$ cat config.mk
export PLATFORM = sky130hd
export DESIGN_NAME = ip_address_text_classifier
export DESIGN_NICKNAME = d
export VERILOG_FILES = /design/src/design/iptc_pkg.sv /design/src/design/iptc_front.sv /design/src/design/iptc_queue.sv /design/src/design/iptc_back.sv /design/src/design/ip_address_text_classifier.sv
export SDC_FILE = /design/constraint.sdc
export NUM_CORES = 1
export LEC_CHECK = 0
export BUFFER_PORTS_ARGS = -buffer_cell sky130_fd_sc_hd__clkbuf_2
export CORE_MARGIN = 5
export CORE_UTILIZATION = 57
export CTS_CLUSTER_SIZE = 16
export DETAILED_ROUTE_END_ITERATION = 6
export GPL_TIMING_DRIVEN = 0
export PLACE_DENSITY = 0.75
export REMOVE_ABC_BUFFERS = 1
export SYNTH_ARGS = -nofsm -noshare
export SYNTH_HDL_FRONTEND = slang
export SYNTH_HIERARCHICAL = 1
export SYNTH_SLANG_ARGS = --single-unit
$ cat constraint.sdc
create_clock -name clk -period 4.5 [get_ports clk]
set_input_delay 1.125 -clock clk [delete_from_list [all_inputs] [get_ports clk]]
set_output_delay 1.125 -clock clk [all_outputs]
set_load 0.01 [all_outputs]
$ cat src/design/iptc_pkg.sv
// iptc_pkg: types, constants and group checks for the ip address text classifier
// used by every module of the classifier; depends on nothing
`default_nettype none

package iptc_pkg;

    localparam int LEN_W = 3;
    localparam int VAL_W = 10;
    localparam int DOT_W = 3;
    localparam int COL_W = 4;
    localparam int DIG_W = 4;

    localparam logic [LEN_W-1:0] LEN_SAT    = LEN_W'(5);
    localparam logic [LEN_W-1:0] V4_LEN_MAX = LEN_W'(3);
    localparam logic [LEN_W-1:0] V6_LEN_MAX = LEN_W'(4);
    localparam logic [VAL_W-1:0] V4_GROUP_MAX = VAL_W'(255);
    localparam logic [DOT_W-1:0] DOT_SAT  = DOT_W'(4);
    localparam logic [DOT_W-1:0] V4_DOTS  = DOT_W'(3);
    localparam logic [COL_W-1:0] COLON_SAT = COL_W'(8);
    localparam logic [COL_W-1:0] V6_COLONS = COL_W'(7);

    localparam int Q_DEPTH = 2;
    localparam int Q_PTR_W = 1;
    localparam int Q_CNT_W = 2;

    localparam logic [7:0] CH_0     = 8'h30;
    localparam logic [7:0] CH_9     = 8'h39;
    localparam logic [7:0] CH_LO_A  = 8'h61;
    localparam logic [7:0] CH_LO_F  = 8'h66;
    localparam logic [7:0] CH_UP_A  = 8'h41;
    localparam logic [7:0] CH_UP_F  = 8'h46;
    localparam logic [7:0] CH_DOT   = 8'h2e;
    localparam logic [7:0] CH_COLON = 8'h3a;

    typedef enum logic [2:0] {
        KIND_DIGIT,
        KIND_HEX,
        KIND_DOT,
        KIND_COLON,
        KIND_OTHER
    } iptc_kind_t;

    typedef enum logic [1:0] {
        CLASS_NEITHER = 2'd0,
        CLASS_V4      = 2'd1,
        CLASS_V6      = 2'd2
    } iptc_class_t;

    typedef struct packed {
        iptc_kind_t       kind;
        logic [DIG_W-1:0] digit;
        logic             last;
    } iptc_item_t;

    typedef struct packed {
        logic full;
        logic empty;
    } iptc_qstat_t;

    function automatic logic group_ok_v4(input logic [LEN_W-1:0] len,
                                         input logic [VAL_W-1:0] val,
                                         input logic             starts_zero);
        logic ok;
        ok = (len != '0) && (len <= V4_LEN_MAX) && (val <= V4_GROUP_MAX)
             && !(starts_zero && (len > LEN_W'(1)));
        return ok;
    endfunction

    function automatic logic group_ok_v6(input logic [LEN_W-1:0] len);
        logic ok;
        ok = (len != '0) && (len <= V6_LEN_MAX);
        return ok;
    endfunction

endpackage

`default_nettype wire

$ cat src/design/iptc_front.sv
// iptc_front: sorts each incoming character beat into digit, hex, dot, colon or other
// depends on iptc_pkg; feeds iptc_queue
`default_nettype none

module iptc_front
    import iptc_pkg::*;
(
    input  wire logic       char_valid,
    input  wire logic [7:0] char_code,
    input  wire logic       last_char,
    input  wire logic       q_full,
    output logic            push,
    output iptc_item_t      item
);

    always_comb
    begin
        item.last  = last_char;
        item.digit = char_code[DIG_W-1:0];
        case (char_code) inside
            [CH_0:CH_9]:                    item.kind = KIND_DIGIT;
            [CH_LO_A:CH_LO_F], [CH_UP_A:CH_UP_F]: item.kind = KIND_HEX;
            CH_DOT:                         item.kind = KIND_DOT;
            CH_COLON:                       item.kind = KIND_COLON;
            default:                        item.kind = KIND_OTHER;
        endcase
    end

    assign push = char_valid && !q_full;

endmodule

`default_nettype wire

$ cat src/design/iptc_queue.sv
// iptc_queue: short register queue of classified characters between front and back
// depends on iptc_pkg
`default_nettype none

module iptc_queue
    import iptc_pkg::*;
(
    input  wire logic        clk,
    input  wire logic        rst_n,
    input  wire logic        push,
    input  wire iptc_item_t  push_item,
    input  wire logic        pop,
    output iptc_qstat_t      status,
    output iptc_item_t       head
);

    iptc_item_t           mem_reg [Q_DEPTH];
    logic [Q_PTR_W-1:0]   wr_ptr_reg, wr_ptr_next;
    logic [Q_PTR_W-1:0]   rd_ptr_reg, rd_ptr_next;
    logic [Q_CNT_W-1:0]   count_reg, count_next;

    always_comb
    begin
        wr_ptr_next = push ? wr_ptr_reg + Q_PTR_W'(1) : wr_ptr_reg;
        rd_ptr_next = pop  ? rd_ptr_reg + Q_PTR_W'(1) : rd_ptr_reg;
        count_next  = count_reg;
        if (push && !pop)
            count_next = count_reg + Q_CNT_W'(1);
        else if (pop && !push)
            count_next = count_reg - Q_CNT_W'(1);
    end

    always_ff @(posedge clk or negedge rst_n)
    begin
        if (!rst_n)
        begin
            wr_ptr_reg <= '0;
            rd_ptr_reg <= '0;
            count_reg  <= '0;
        end
        else
        begin
            wr_ptr_reg <= wr_ptr_next;
            rd_ptr_reg <= rd_ptr_next;
            count_reg  <= count_next;
        end
    end

    always_ff @(posedge clk)
    begin
        if (push)
            mem_reg[wr_ptr_reg] <= push_item;
    end

    assign head         = mem_reg[rd_ptr_reg];
    assign status.full  = (count_reg == Q_CNT_W'(Q_DEPTH));
    assign status.empty = (count_reg == '0);

endmodule

`default_nettype wire

$ cat src/design/iptc_back.sv
// iptc_back: group counters and validity flags, verdict register on the last character
// depends on iptc_pkg; drains iptc_queue
`default_nettype none

module iptc_back
    import iptc_pkg::*;
(
    input  wire logic        clk,
    input  wire logic        rst_n,
    input  wire iptc_qstat_t q_status,
    input  wire iptc_item_t  head,
    output logic             pop,
    output logic             class_valid,
    input  wire logic        class_stall,
    output logic [1:0]       address_class
);

    logic              v4_reg, v4_next;
    logic              v6_reg, v6_next;
    logic [COL_W-1:0]  colon_reg, colon_next;
    logic [DOT_W-1:0]  dot_reg, dot_next;
    logic [LEN_W-1:0]  len_reg, len_next;
    logic [VAL_W-1:0]  val_reg, val_next;
    logic              sz_reg, sz_next;
    logic              valid_reg, valid_next;
    iptc_class_t       class_reg, class_next;

    logic [LEN_W-1:0]  len_inc;
    iptc_class_t       verdict;

    // a non-last beat never needs the output register, so it drains freely
    assign pop = !q_status.empty && (!head.last || !valid_reg || !class_stall);

    always_comb
    begin
        len_inc    = (len_reg < LEN_SAT) ? len_reg + LEN_W'(1) : len_reg;
        v4_next    = v4_reg;
        v6_next    = v6_reg;
        colon_next = colon_reg;
        dot_next   = dot_reg;
        len_next   = len_reg;
        val_next   = val_reg;
        sz_next    = sz_reg;
        case (head.kind)
            KIND_DIGIT:
            begin
                if (len_reg == '0)
                    sz_next = (head.digit == '0);
                if (len_reg < V4_LEN_MAX)
                    val_next = (val_reg << 3) + (val_reg << 1) + VAL_W'(head.digit);
                len_next = len_inc;
            end
            KIND_HEX:
            begin
                v4_next  = 1'b0;
                len_next = len_inc;
            end
            KIND_DOT:
            begin
                v6_next = 1'b0;
                if (!group_ok_v4(len_reg, val_reg, sz_reg))
                    v4_next = 1'b0;
                if (dot_reg < DOT_SAT)
                    dot_next = dot_reg + DOT_W'(1);
                len_next = '0;
                val_next = '0;
                sz_next  = 1'b0;
            end
            KIND_COLON:
            begin
                v4_next = 1'b0;
                if (!group_ok_v6(len_reg))
                    v6_next = 1'b0;
                if (colon_reg < COLON_SAT)
                    colon_next = colon_reg + COL_W'(1);
                len_next = '0;
                val_next = '0;
                sz_next  = 1'b0;
            end
            default:
            begin
                v4_next = 1'b0;
                v6_next = 1'b0;
            end
        endcase

        if (v4_next && dot_next == V4_DOTS && colon_next == '0
            && group_ok_v4(len_next, val_next, sz_next))
            verdict = CLASS_V4;
        else if (v6_next && colon_next == V6_COLONS && dot_next == '0
                 && group_ok_v6(len_next))
            verdict = CLASS_V6;
        else
            verdict = CLASS_NEITHER;

        // string done: back to the empty-string state
        if (head.last)
        begin
            v4_next    = 1'b1;
            v6_next    = 1'b1;
            colon_next = '0;
            dot_next   = '0;
            len_next   = '0;
            val_next   = '0;
            sz_next    = 1'b0;
        end

        valid_next = valid_reg && class_stall;
        class_next = class_reg;
        if (pop && head.last)
        begin
            valid_next = 1'b1;
            class_next = verdict;
        end
    end

    always_ff @(posedge clk or negedge rst_n)
    begin
        if (!rst_n)
        begin
            v4_reg    <= 1'b1;
            v6_reg    <= 1'b1;
            colon_reg <= '0;
            dot_reg   <= '0;
            len_reg   <= '0;
            val_reg   <= '0;
            sz_reg    <= 1'b0;
            valid_reg <= 1'b0;
        end
        else
        begin
            valid_reg <= valid_next;
            if (pop)
            begin
                v4_reg    <= v4_next;
                v6_reg    <= v6_next;
                colon_reg <= colon_next;
                dot_reg   <= dot_next;
                len_reg   <= len_next;
                val_reg   <= val_next;
                sz_reg    <= sz_next;
            end
        end
    end

    always_ff @(posedge clk)
    begin
        class_reg <= class_next;
    end

    assign class_valid   = valid_reg;
    assign address_class = class_reg;

endmodule

`default_nettype wire

$ cat src/design/ip_address_text_classifier.sv
// ip_address_text_classifier: top level, front decoder, queue and back classifier
// depends on iptc_pkg, iptc_front, iptc_queue, iptc_back
//
// Takes one character beat per cycle (char_code, last_char) while char_stall is low, and gives
// one verdict beat (address_class: 0 neither, 1 IPv4, 2 IPv6) for each beat flagged last_char.
// Characters are sorted by the front and held in a two-entry queue; the back updates the group
// counters at one beat per cycle while it is not stalled and registers the verdict when the
// last character is popped from the queue. The back stalls only on a last beat while an earlier
// verdict is still held, so char_stall rises only after the queue fills behind a held verdict.
`default_nettype none

module ip_address_text_classifier
    import iptc_pkg::*;
(
    input  wire logic       clk,
    input  wire logic       rst_n,
    input  wire logic       char_valid,
    output logic            char_stall,
    input  wire logic [7:0] char_code,
    input  wire logic       last_char,
    output logic            class_valid,
    input  wire logic       class_stall,
    output logic [1:0]      address_class
);

    iptc_item_t  push_item;
    iptc_item_t  head;
    iptc_qstat_t q_status;
    logic        push;
    logic        pop;

    iptc_front u_front (
        .char_valid (char_valid),
        .char_code  (char_code),
        .last_char  (last_char),
        .q_full     (q_status.full),
        .push       (push),
        .item       (push_item)
    );

    iptc_queue u_queue (
        .clk       (clk),
        .rst_n     (rst_n),
        .push      (push),
        .push_item (push_item),
        .pop       (pop),
        .status    (q_status),
        .head      (head)
    );

    iptc_back u_back (
        .clk           (clk),
        .rst_n         (rst_n),
        .q_status      (q_status),
        .head          (head),
        .pop           (pop),
        .class_valid   (class_valid),
        .class_stall   (class_stall),
        .address_class (address_class)
    );

    assign char_stall = q_status.full;

endmodule

`default_nettype wire

==> impl_metrics.csv, run 1 <==
group,metric,value,unit
outcome,status,"completed",
synth,synthArstFlopShare,0.6087,
route,route.detailed.drc,0,
synth,ys_warn_count,6,
clock_network,cts.sinks,46,
synth,synth_area_leaders,"dfrtp_1 22%, edfxtp_1 18%, ha_1 9.8%",
timing,slew_viol_final,0,
cells_and_area,antenna_cells,0,
worst_hold_path,holdPathEnd,"u_queue/wr_ptr_reg",
power_and_ir_drop,combPwrFrac,0.474,
clock_network,clockBufferDepth,2,
timing,period_needed,3.259,ns
cells_and_area,area_growth,5.950,%
critical_path,worstSetupStartpointType,"register",
route,drt_iter0_markers,176,
cells_and_area,largest_register_ffs,16,
timing,tns,0,ns
critical_path,crit_path_frequent_cell,"inv_1",
floorplan,rows,26,
timing,slew_headroom,0.5333,
cells_and_area,multi_input_area,1564,sq um
worst_hold_path,hp-class,"reg -> reg",
timing,hold_slack,0.4922,ns
floorplan,die_w,81.87,um
power_and_ir_drop,p_switching,721.2,uW
global_route,grt_usage,0.1848,
floorplan,dieArea,6703,sq um
flow_run,drv_cap,0,
critical_path,rrSetupSlack,1.24,ns
cells_and_area,seq_area,1244,sq um
power_and_ir_drop,sw_frac_of_total,0.4210,
clock_network,post_cts.repair.setup_buffers,0,
placed_design,gp_congestion,0.7679,
synth,synthMostInstantiatedCell,"dfrtp_1",
critical_path,critical-path-slowest-cell,"dfrtp_1",
power_and_ir_drop,finalPower,1.713,mW
clock_network,worst_skew_pair.late_latency,0.30,ns
cells_and_area,drive_gt1_frac,0.1661,
synth,synth_ff_type,"dfrtp_1",
timing,finClkSkew,0.008879,ns
synth,ys_top_cells_by_count,"26 x dfrtp_1, 24 x nand2_1, 24 x nor2_1",
power_and_ir_drop,power.density,549.2,nW/um^2
cells_and_area,nNetsFinal,332,
clock_network,clock-root-buffer,"clkbuf_8",
cells_and_area,fillers,441,
critical_path,crit_fanout,9,
timing,max_freq,306.9,MHz
global_route,grt_pass1_vias,2089,
timing,tightest_slew,0.6986,ns
critical_path,rr_worst_depth,10,
global_route,grt_overflow,0,
synth,yosysTopAreaCellShare,0.2210,
power_and_ir_drop,peakVddDrop,0.3782,mV
synth,syn_area,2944,sq um
route,drtAntennaViolNets,0,
power_and_ir_drop,p_leak,1.348,nW
route,routed_wl,5548,um
placed_design,dp_hpwl,4140,um
synth,syn_inst,283,
clock_network,htreeDepth,2,
synth,ys_ff_latch,46,
synth,synth_top_cell_by_area,"dfrtp_1",
critical_path,endpoint_kind,"register",
clock_network,tritoncts,"built",
critical_path,reg2reg_from,"u_queue/rd_ptr_reg",
synth,ys_seq_area_frac,0.4224,
global_route,grt_pass1_wl,9404,um
clock_network,tritoncts.num_buffers,5,
floorplan,core,5075,sq um
synth,ys_types,62,
timing,fin_crit_sh,0.7242,
critical_path,required,4.63,ns
floorplan,fp.dieH,81.87,um
synth,avgSynthCellArea,10.40,sq um
synth,synth-edff-count,18,
critical_path,crit_arrival,3.39,ns
placed_design,io_buffers,16,
timing,rsz0062_at_grt,"no",
clock_network,holdBufCountCts,0,
worst_hold_path,hold_depth,1,
timing,setup_violations,0,
worst_hold_path,worstHoldStart,"u_queue/wr_ptr_reg",
route,via_per_inst,5.811,
floorplan,start_util,0.5801,
global_route,grt_antenna_before_repair,0,
timing,hold_viol_final,0,
critical_path,critical_path_class,"reg -> reg",
critical_path,reg2reg_to,"u_back/address_class[0]",
critical_path,slowest_delay,0.59,ns
clock_network,cts.clk_slew.worst_paths,0.09,ns
route,dr.pass1.iters,4,
floorplan,num_io_pins,17,
power_and_ir_drop,p_clk_frac,0.144,
power_and_ir_drop,power_frac_seq,0.382,
clock_network,post_cts_resized,0,
global_route,grt_max_degree,29,
route,wire_per_inst,15.20,um
power_and_ir_drop,internal-power,991.8,uW
route,via_count,2121,
critical_path,cp_cell_sequence,"mux2_2 > inv_1 > fa_1 > inv_1 > ha_1 > a211oi_1 > o21ai_0 > a31oi_1 > mux2i_1 > nor4b_2",
==> metal layers <==
layer,share of wire,track usage,vias up,wire [um]
met5,0,0,-,0
met4,0.014,0.06146,0,75
met3,0.035,0.03399,5,193
met2,0.48,0.3126,40,2680
met1,0.47,0.2381,1016,2598
li1,-,-,1060,-
==> area by class of cell <==
cell class / instances / area share
multi-input combinational: 210 / 0.5014
sequential: 46 / 0.3987
inverter: 15 / 0.01805
clock buffer: 6 / 0.02327
timing repair buffer: 16 / 0.02567
tap: 70 / 0.02808
clock inverter: 2 / 0.004813
==> cells by family (layout without fill, tap and decap cells) <==
logic type	Yosys count	count (layout)	share of synthesized area
adder cells (fa/ha/maj)	25	25	0.1113
flip-flops	46	46	0.4224
XOR/XNOR	10	10	0.02975
AO/OA/AOI/OAI	64	64	0.1488
buffers and inverters	27	39	0.04632
multiplexers	15	15	0.05483
AND/OR/NAND/NOR	96	96	0.1866
==> placed cells by master (no fill, tap or decap), drive strengths merged, types with 2 or more instances in the layout <==
cell type	instances
and3	2
nand2	24
and2	3
nor4b	3
edfxtp	18
nor3	7
o22ai	3
a32o	2
mux2	9
o21ai	16
nor4bb	2
mux2i	6
a21o	3
nand3	3
o2111ai	2
o211ai	2
nor2	24
a211oi	7
fa	2
xor2	6
nor4	3
or3	3
a31oi	3
clkinvlp	2
xnor2	4
o31ai	2
nor3b	2
and2b	2
o311ai	2
dfrtp	26
dfstp	2
nand2b	3
clkbuf	22
nor2b	8
a21oi	11
inv	14
nand3b	2
ha	23
==> worst max-delay path: cells and delay by family (launching register included) <==
family,cells,cell delay (ns)
multiplexers,2,0.69
buffers and inverters,2,0.19
flip-flops,1,0.59
adder cells (fa/ha/maj),2,0.63
AND/OR/NAND/NOR,1,0.24
AO/OA/AOI/OAI,3,0.76
==> how the worst max path moves through the flow <==
| stage | from | to | slack (ns) | depth (start not counted) |
|---|---|---|---|---|
| global route | u_queue/rd_ptr_reg | u_back/address_class[0] | 0.93 | 10 |
| floorplan | u_queue/rd_ptr_reg | u_back/address_class[0] | 1.63 | 10 |
| global placement | u_queue/rd_ptr_reg | u_back/address_class[0] | 1.23 | 10 |
| detailed placement | u_queue/rd_ptr_reg | u_back/address_class[0] | 1.21 | 10 |
| finish | u_queue/rd_ptr_reg | u_back/address_class[0] | 1.24 | 10 |
| CTS | u_queue/rd_ptr_reg | u_back/address_class[0] | 1.18 | 10 |
==> power groups by stage <==
| stage | Sequential [mW] | Clock [mW] | Combinational, mW |
|---|---|---|---|
| 5_1_grt | 0.670 | 0.271 | 0.910 |
| 3_3_place_gp | 0.657 | 0 | 0.784 |
| 6_report | 0.655 | 0.247 | 0.812 |
| 3_5_place_dp | 0.663 | 0 | 0.803 |
| 4_1_cts | 0.654 | 0.252 | 0.810 |
| 2_1_floorplan | 0.644 | 0 | 0.608 |
==> through the flow <==
step | area, sq um | utilization | worst slack, ns | cells
final | 3119 | 0.6146 | 1.241 | 365
after global routing | 3119 | 0.6146 | 0.9257 | 365
after CTS | 3119 | 0.6146 | 1.184 | 365
after detailed placement | 3032 | 0.5974 | 1.210 | 357
after global placement | 3032 | 0.5974 | 1.231 | 357
after floorplan | 2864 | - | 1.627 | 271
No activity file was read; power rests on OpenSTA's default activity.
==> run 2, diff against run 1 <==
==> constraint.sdc (replaced) <==
create_clock -name clk -period 3.4 [get_ports clk]
set_input_delay 0.85 -clock clk [delete_from_list [all_inputs] [get_ports clk]]
set_output_delay 0.85 -clock clk [all_outputs]
set_load 0.01 [all_outputs]
==> run 2 against run 1 <==
Critical path depth unchanged; power increased by 33%; first-iteration DRC count down 7.4%; sequential share of layout area hardly changed; global-route usage unchanged; worst hold slack about the same; sequential cell count is the same; combinational power up 33%; sequential power is 33% higher; count of clock-buffer cells in the layout stayed put; clock skew about the same; critical endpoint unchanged; largest power group unchanged.
==> impl_metrics.csv, run 2 (synthesis gave the netlist of run 1 again) <==
group,metric,value,unit
outcome,status,"completed",
power_and_ir_drop,p_switching,957.8,uW
route,via_per_inst,5.844,
critical_path,worstSetupStartpointType,"register",
critical_path,required,3.45,ns
timing,max_freq,319.6,MHz
global_route,grt_pass1_wl,9404,um
cells_and_area,nNetsFinal,332,
global_route,grt_antenna_before_repair,0,
floorplan,core,5075,sq um
global_route,grt_pass1_vias,2089,
floorplan,num_io_pins,17,
critical_path,critical-path-slowest-cell,"fa_1",
cells_and_area,largest_register_ffs,16,
clock_network,tritoncts.num_buffers,5,
global_route,grt_overflow,0,
clock_network,cts.sinks,46,
critical_path,rrSetupSlack,0.27,ns
timing,hold_viol_final,0,
clock_network,htreeDepth,2,
power_and_ir_drop,power.density,727.8,nW/um^2
clock_network,post_cts.repair.setup_buffers,0,
route,dr.pass1.iters,5,
clock_network,cts.clk_slew.worst_paths,0.09,ns
clock_network,clockBufferDepth,2,
power_and_ir_drop,finalPower,2.275,mW
route,via_count,2133,
worst_hold_path,hp-class,"reg -> reg",
timing,tightest_slew,0.7070,ns
critical_path,crit_arrival,3.18,ns
power_and_ir_drop,sw_frac_of_total,0.4211,
floorplan,dieArea,6703,sq um
power_and_ir_drop,internal-power,1.317,mW
route,drtAntennaViolNets,0,
timing,slew_viol_final,0,
critical_path,critical_path_class,"reg -> reg",
global_route,grt_max_degree,29,
timing,finClkSkew,0.008851,ns
clock_network,worst_skew_pair.late_latency,0.30,ns
power_and_ir_drop,p_leak,1.348,nW
timing,tns,0,ns
cells_and_area,final_common_cell,"dfrtp_1",
critical_path,rr_worst_depth,10,
route,route.detailed.drc,0,
timing,setup_violations,0,
floorplan,start_util,0.5801,
route,wire_per_inst,15.25,um
power_and_ir_drop,peakVddDrop,0.4962,mV
cells_and_area,final_cell_mix,"25 x dfrtp_1, 24 x nor2_1, 24 x nand2_1",
route,drt_iter0_markers,163,
timing,period_needed,3.129,ns
clock_network,clock-root-buffer,"clkbuf_8",
clock_network,tritoncts,"built",
cells_and_area,seq_area,1245,sq um
power_and_ir_drop,combPwrFrac,0.474,
power_and_ir_drop,power_frac_seq,0.382,
worst_hold_path,hold_depth,1,
cells_and_area,multi_input_area,1569,sq um
cells_and_area,antenna_cells,0,
timing,rsz0062_at_grt,"no",
critical_path,slowest_delay,0.52,ns
power_and_ir_drop,p_clk_frac,0.144,
timing,slew_headroom,0.5287,
timing,hold_slack,0.4921,ns
critical_path,cp_cell_sequence,"mux2_2 > inv_1 > fa_1 > inv_1 > fa_1 > a211oi_1 > o21ai_0 > o21ai_0 > mux2i_1 > nor4b_2",
floorplan,die_w,81.87,um
placed_design,gp_congestion,0.7679,
worst_hold_path,worstHoldStart,"u_queue/wr_ptr_reg",
floorplan,rows,26,
timing,fin_crit_sh,0.9202,
worst_hold_path,holdPathEnd,"u_queue/wr_ptr_reg",
critical_path,reg2reg_from,"u_queue/rd_ptr_reg",
critical_path,path_delay_family,"adder cells",
placed_design,dp_hpwl,4140,um
critical_path,crit_fanout,9,
critical_path,endpoint_kind,"register",
placed_design,io_buffers,16,
global_route,grt_usage,0.1848,
cells_and_area,fillers,439,
critical_path,reg2reg_to,"u_back/address_class[0]",
cells_and_area,drive_gt1_frac,0.1729,
floorplan,fp.dieH,81.87,um
route,routed_wl,5567,um
critical_path,cp_num_buf_inv,2,
cells_and_area,area_growth,6.162,%
flow_run,drv_cap,0,
==> run 2: through the flow <==
step           area (sq um)    util  setup WS (ns)  instances
3_3_place_gp           3032  0.5974         0.1310        357
2_1_floorplan          2864       -         0.5267        271
4_1_cts                3119  0.6146        0.08436        365
3_5_place_dp           3032  0.5974         0.1103        357
6_report               3126  0.6159         0.2714        365
5_1_grt                3126  0.6159        0.08884        365
==> run 2: per-layer routing <==
| layer | track usage | up-vias | share of wire |
|---|---|---|---|
| li1 | - | 1061 | - |
| met1 | 0.2381 | 1017 | 0.47 |
| met2 | 0.3126 | 50 | 0.48 |
| met3 | 0.03399 | 5 | 0.035 |
| met4 | 0.06146 | 0 | 0.013 |
| met5 | 0 | - | 0 |
==> run 2: worst max path at each step <==
stage	start	to	slack [ns]	depth (start not counted)
after global routing	u_queue/rd_ptr_reg	u_back/address_class[0]	0.09	10
final	u_queue/rd_ptr_reg	u_back/address_class[0]	0.27	10
after detailed placement	u_queue/rd_ptr_reg	u_back/address_class[0]	0.11	10
after floorplan	u_queue/rd_ptr_reg	u_back/address_class[0]	0.53	10
after CTS	u_queue/rd_ptr_reg	u_back/address_class[0]	0.08	10
after global placement	u_queue/rd_ptr_reg	u_back/address_class[0]	0.13	10
==> run 2: repair_timing <==
action                     CTS  global route
hold buffers                 0             0
gates resized for setup      0             2
hold endpoints to repair     0             0
setup endpoints to repair    0             1
==> run 2: worst reg2reg max path, stage by stage (launching register included) <==
cell and delay, ns:
dfrtp_2 0.50, mux2_2 0.28, inv_1 0.06, fa_1 0.52
inv_1 0.06, fa_1 0.48, a211oi_1 0.31, o21ai_0 0.13
o21ai_0 0.12, mux2i_1 0.35, nor4b_2 0.08
==> run 2: power by group through the flow <==
stage | sequential, mW | combinational (mW) | clock, mW
3_3_place_gp | 0.869 | 1.04 | 0
4_1_cts | 0.866 | 1.07 | 0.333
3_5_place_dp | 0.877 | 1.06 | 0
6_report | 0.869 | 1.08 | 0.328
5_1_grt | 0.889 | 1.21 | 0.359
2_1_floorplan | 0.852 | 0.805 | 0
==> run 2: layout make-up <==
class	instances	share of cell area
Clock buffer	6	0.02322
Multi-Input combinational cell	210	0.5020
Tap cell	70	0.02802
Timing Repair Buffer	16	0.02562
Sequential cell	46	0.3983
Inverter	15	0.01801
Clock inverter	2	0.004804
==> run 3, diff against run 2 <==
--- a/config.mk
+++ b/config.mk
@@ -6,12 +6,14 @@
 export NUM_CORES = 1
 export LEC_CHECK = 0
 export BUFFER_PORTS_ARGS = -buffer_cell sky130_fd_sc_hd__clkbuf_2
+export CELL_PAD_IN_SITES_DETAIL_PLACEMENT = 0
+export CELL_PAD_IN_SITES_GLOBAL_PLACEMENT = 1
 export CORE_MARGIN = 5
-export CORE_UTILIZATION = 57
+export CORE_UTILIZATION = 49
 export CTS_CLUSTER_SIZE = 16
 export DETAILED_ROUTE_END_ITERATION = 6
 export GPL_TIMING_DRIVEN = 0
-export PLACE_DENSITY = 0.75
+export PLACE_DENSITY_LB_ADDON = 0.1
 export REMOVE_ABC_BUFFERS = 1
 export SYNTH_ARGS = -nofsm -noshare
 export SYNTH_HDL_FRONTEND = slang
==> run 3 against run 2 <==
Combinational power about the same; count of clock-buffer cells in the layout decreased by 1; wire length increased by 4.0%; largest power group unchanged; die area increased by 14%.
==> impl_metrics.csv, run 3 (synthesis gave the netlist of run 1 again) <==
group,metric,value,unit
outcome,status,"completed",
global_route,grt_usage,0.1686,
floorplan,die_w,87.52,um
power_and_ir_drop,peakVddDrop,0.4590,mV
cells_and_area,area_growth,6.290,%
critical_path,reg2reg_to,"u_back/address_class[0]",
clock_network,cts.clk_slew.worst_paths,0.09,ns
timing,tightest_slew,0.7576,ns
critical_path,cp_cell_sequence,"mux2_2 > inv_1 > fa_1 > inv_1 > fa_1 > a211oi_1 > o21ai_0 > o21ai_0 > mux2i_1 > nor4b_2",
floorplan,dieArea,7659,sq um
global_route,top_usage_layer,"met2",
timing,tns,0,ns
power_and_ir_drop,p_leak,1.352,nW
global_route,grt_overflow,0,
clock_network,post_cts.repair.setup_buffers,0,
clock_network,cts.sinks,46,
cells_and_area,fillers,554,
floorplan,fp.dieH,87.52,um
timing,fin_crit_sh,0.9157,
worst_hold_path,holdPathEnd,"u_queue/wr_ptr_reg",
timing,setup_violations,0,
global_route,grt_antenna_before_repair,0,
timing,period_needed,3.113,ns
critical_path,path_delay_family,"adder cells",
placed_design,io_buffers,16,
timing,finClkSkew,0.008522,ns
clock_network,htreeDepth,2,
clock_network,clockBufferDepth,2,
placed_design,dp_hpwl,4289,um
timing,max_freq,321.2,MHz
flow_run,drv_cap,0,
critical_path,reg2reg_from,"u_queue/rd_ptr_reg",
route,via_count,2085,
route,drtAntennaViolNets,0,
power_and_ir_drop,power.density,722.8,nW/um^2
global_route,use_met3,0.03217,
critical_path,endpoint_kind,"register",
worst_hold_path,hold_depth,1,
route,via_per_inst,5.635,
floorplan,rows,28,
route,drt_iter0_markers,101,
critical_path,worstSetupStartpointType,"register",
timing,hold_viol_final,0,
critical_path,crit_fanout,9,
worst_hold_path,worstHoldStart,"u_queue/wr_ptr_reg",
floorplan,start_util,0.5002,
clock_network,holdBufCountCts,0,
global_route,use_met1,0.2407,
route,route.detailed.drc,0,
clock_network,tritoncts,"built",
floorplan,num_io_pins,17,
cells_and_area,largest_register_ffs,16,
placed_design,gp_congestion,0.8015,
critical_path,rrSetupSlack,0.29,ns
timing,slew_headroom,0.4950,
critical_path,critical-path-slowest-cell,"fa_1",
cells_and_area,nNetsFinal,332,
worst_hold_path,hp-class,"reg -> reg",
clock_network,tritoncts.num_buffers,5,
timing,rsz0062_at_grt,"no",
global_route,grt_max_degree,29,
timing,slew_viol_final,0,
clock_network,worst_skew_pair.late_latency,0.29,ns
route,routed_wl,5789,um
cells_and_area,final_cell_mix,"25 x dfrtp_1, 24 x nor2_1, 24 x nand2_1",
critical_path,slowest_delay,0.52,ns
cells_and_area,drive_gt1_frac,0.1729,
cells_and_area,final_common_cell,"dfrtp_1",
critical_path,rr_worst_depth,10,
clock_network,clock-root-buffer,"clkbuf_8",
critical_path,required,3.45,ns
route,wire_per_inst,15.65,um
critical_path,crit_arrival,3.16,ns
global_route,grt_pass1_wl,10090,um
cells_and_area,post-route-util,0.5317,
floorplan,core,5886,sq um
cells_and_area,antenna_cells,0,
global_route,grt_use_met2,0.2671,
critical_path,cp_num_buf_inv,2,
critical_path,critical_path_class,"reg -> reg",
global_route,grt_pass1_vias,2122,
route,dr.pass1.iters,4,
-- run 3: stage by stage --
| stage | worst slack (ns) | area [sq um] | std cells | hold slack [ns] | power [mW] |
|---|---|---|---|---|---|
| 6_report | 0.2867 | 3129 | 370 | 0.4871 | 2.262 |
| 5_1_grt | 0.04503 | 3129 | 370 | 0.5166 | 2.483 |
| 4_1_cts | 0.1037 | 3123 | 370 | 0.4879 | 2.285 |
| 3_5_place_dp | 0.1186 | 3038 | 362 | 0.4730 | 1.951 |
| 3_3_place_gp | 0.1497 | 3038 | 362 | 0.4699 | 1.946 |
| 2_1_floorplan | 0.5267 | 2864 | 271 | 0.4427 | 1.657 |
-- run 3: worst max path at each step --
stage / startpoint / end / slack [ns] / cells past startpoint
detailed placement: u_queue/rd_ptr_reg / u_back/address_class[0] / 0.12 / 10
floorplan: u_queue/rd_ptr_reg / u_back/address_class[0] / 0.53 / 10
global placement: u_queue/rd_ptr_reg / u_back/address_class[0] / 0.15 / 10
CTS: u_queue/rd_ptr_reg / u_back/address_class[0] / 0.10 / 10
finish: u_queue/rd_ptr_reg / u_back/address_class[0] / 0.29 / 10
global route: u_queue/rd_ptr_reg / u_back/address_class[0] / 0.05 / 6
-- run 3: what timing repair did --
item	4_1_cts	5_1_grt
endpoints found under the hold margin	0	0
gates resized for setup	0	2
setup endpoints to repair	0	1
-- run 3: final cells by class --
cell class                 count  area (sq um)  area share
clock inverter                 3         16.27    0.005198
clock buffer                   5         68.82     0.02199
inverter                      15         56.30     0.01799
multi-input combinational    210          1569      0.5014
sequential                    46          1245      0.3978
timing repair buffer          16         80.08     0.02559
tap                           75         93.84     0.02999
-- run 3: power by group --
part | switching [mW] | internal [mW]
clock | 0.185 | 0.141
sequential | 0.120 | 0.744
combinational | 0.649 | 0.423
total | 0.954 | 1.31
-- run 3: worst register-to-register path: stages (launching register included) --
cell and delay, ns:
dfrtp_2 0.50, mux2_2 0.27, inv_1 0.06, fa_1 0.52, inv_1 0.07, fa_1 0.48
a211oi_1 0.30, o21ai_0 0.14, o21ai_0 0.12, mux2i_1 0.34, nor4b_2 0.09
-- run 3: layer usage --
metal / share of wire / routed length [um] / vias up
li1: - / - / 1054
met1: 0.48 / 2759 / 992
met2: 0.47 / 2720 / 37
met3: 0.048 / 279 / 2
met4: 0.0050 / 29 / 0
met5: 0 / 0 / -
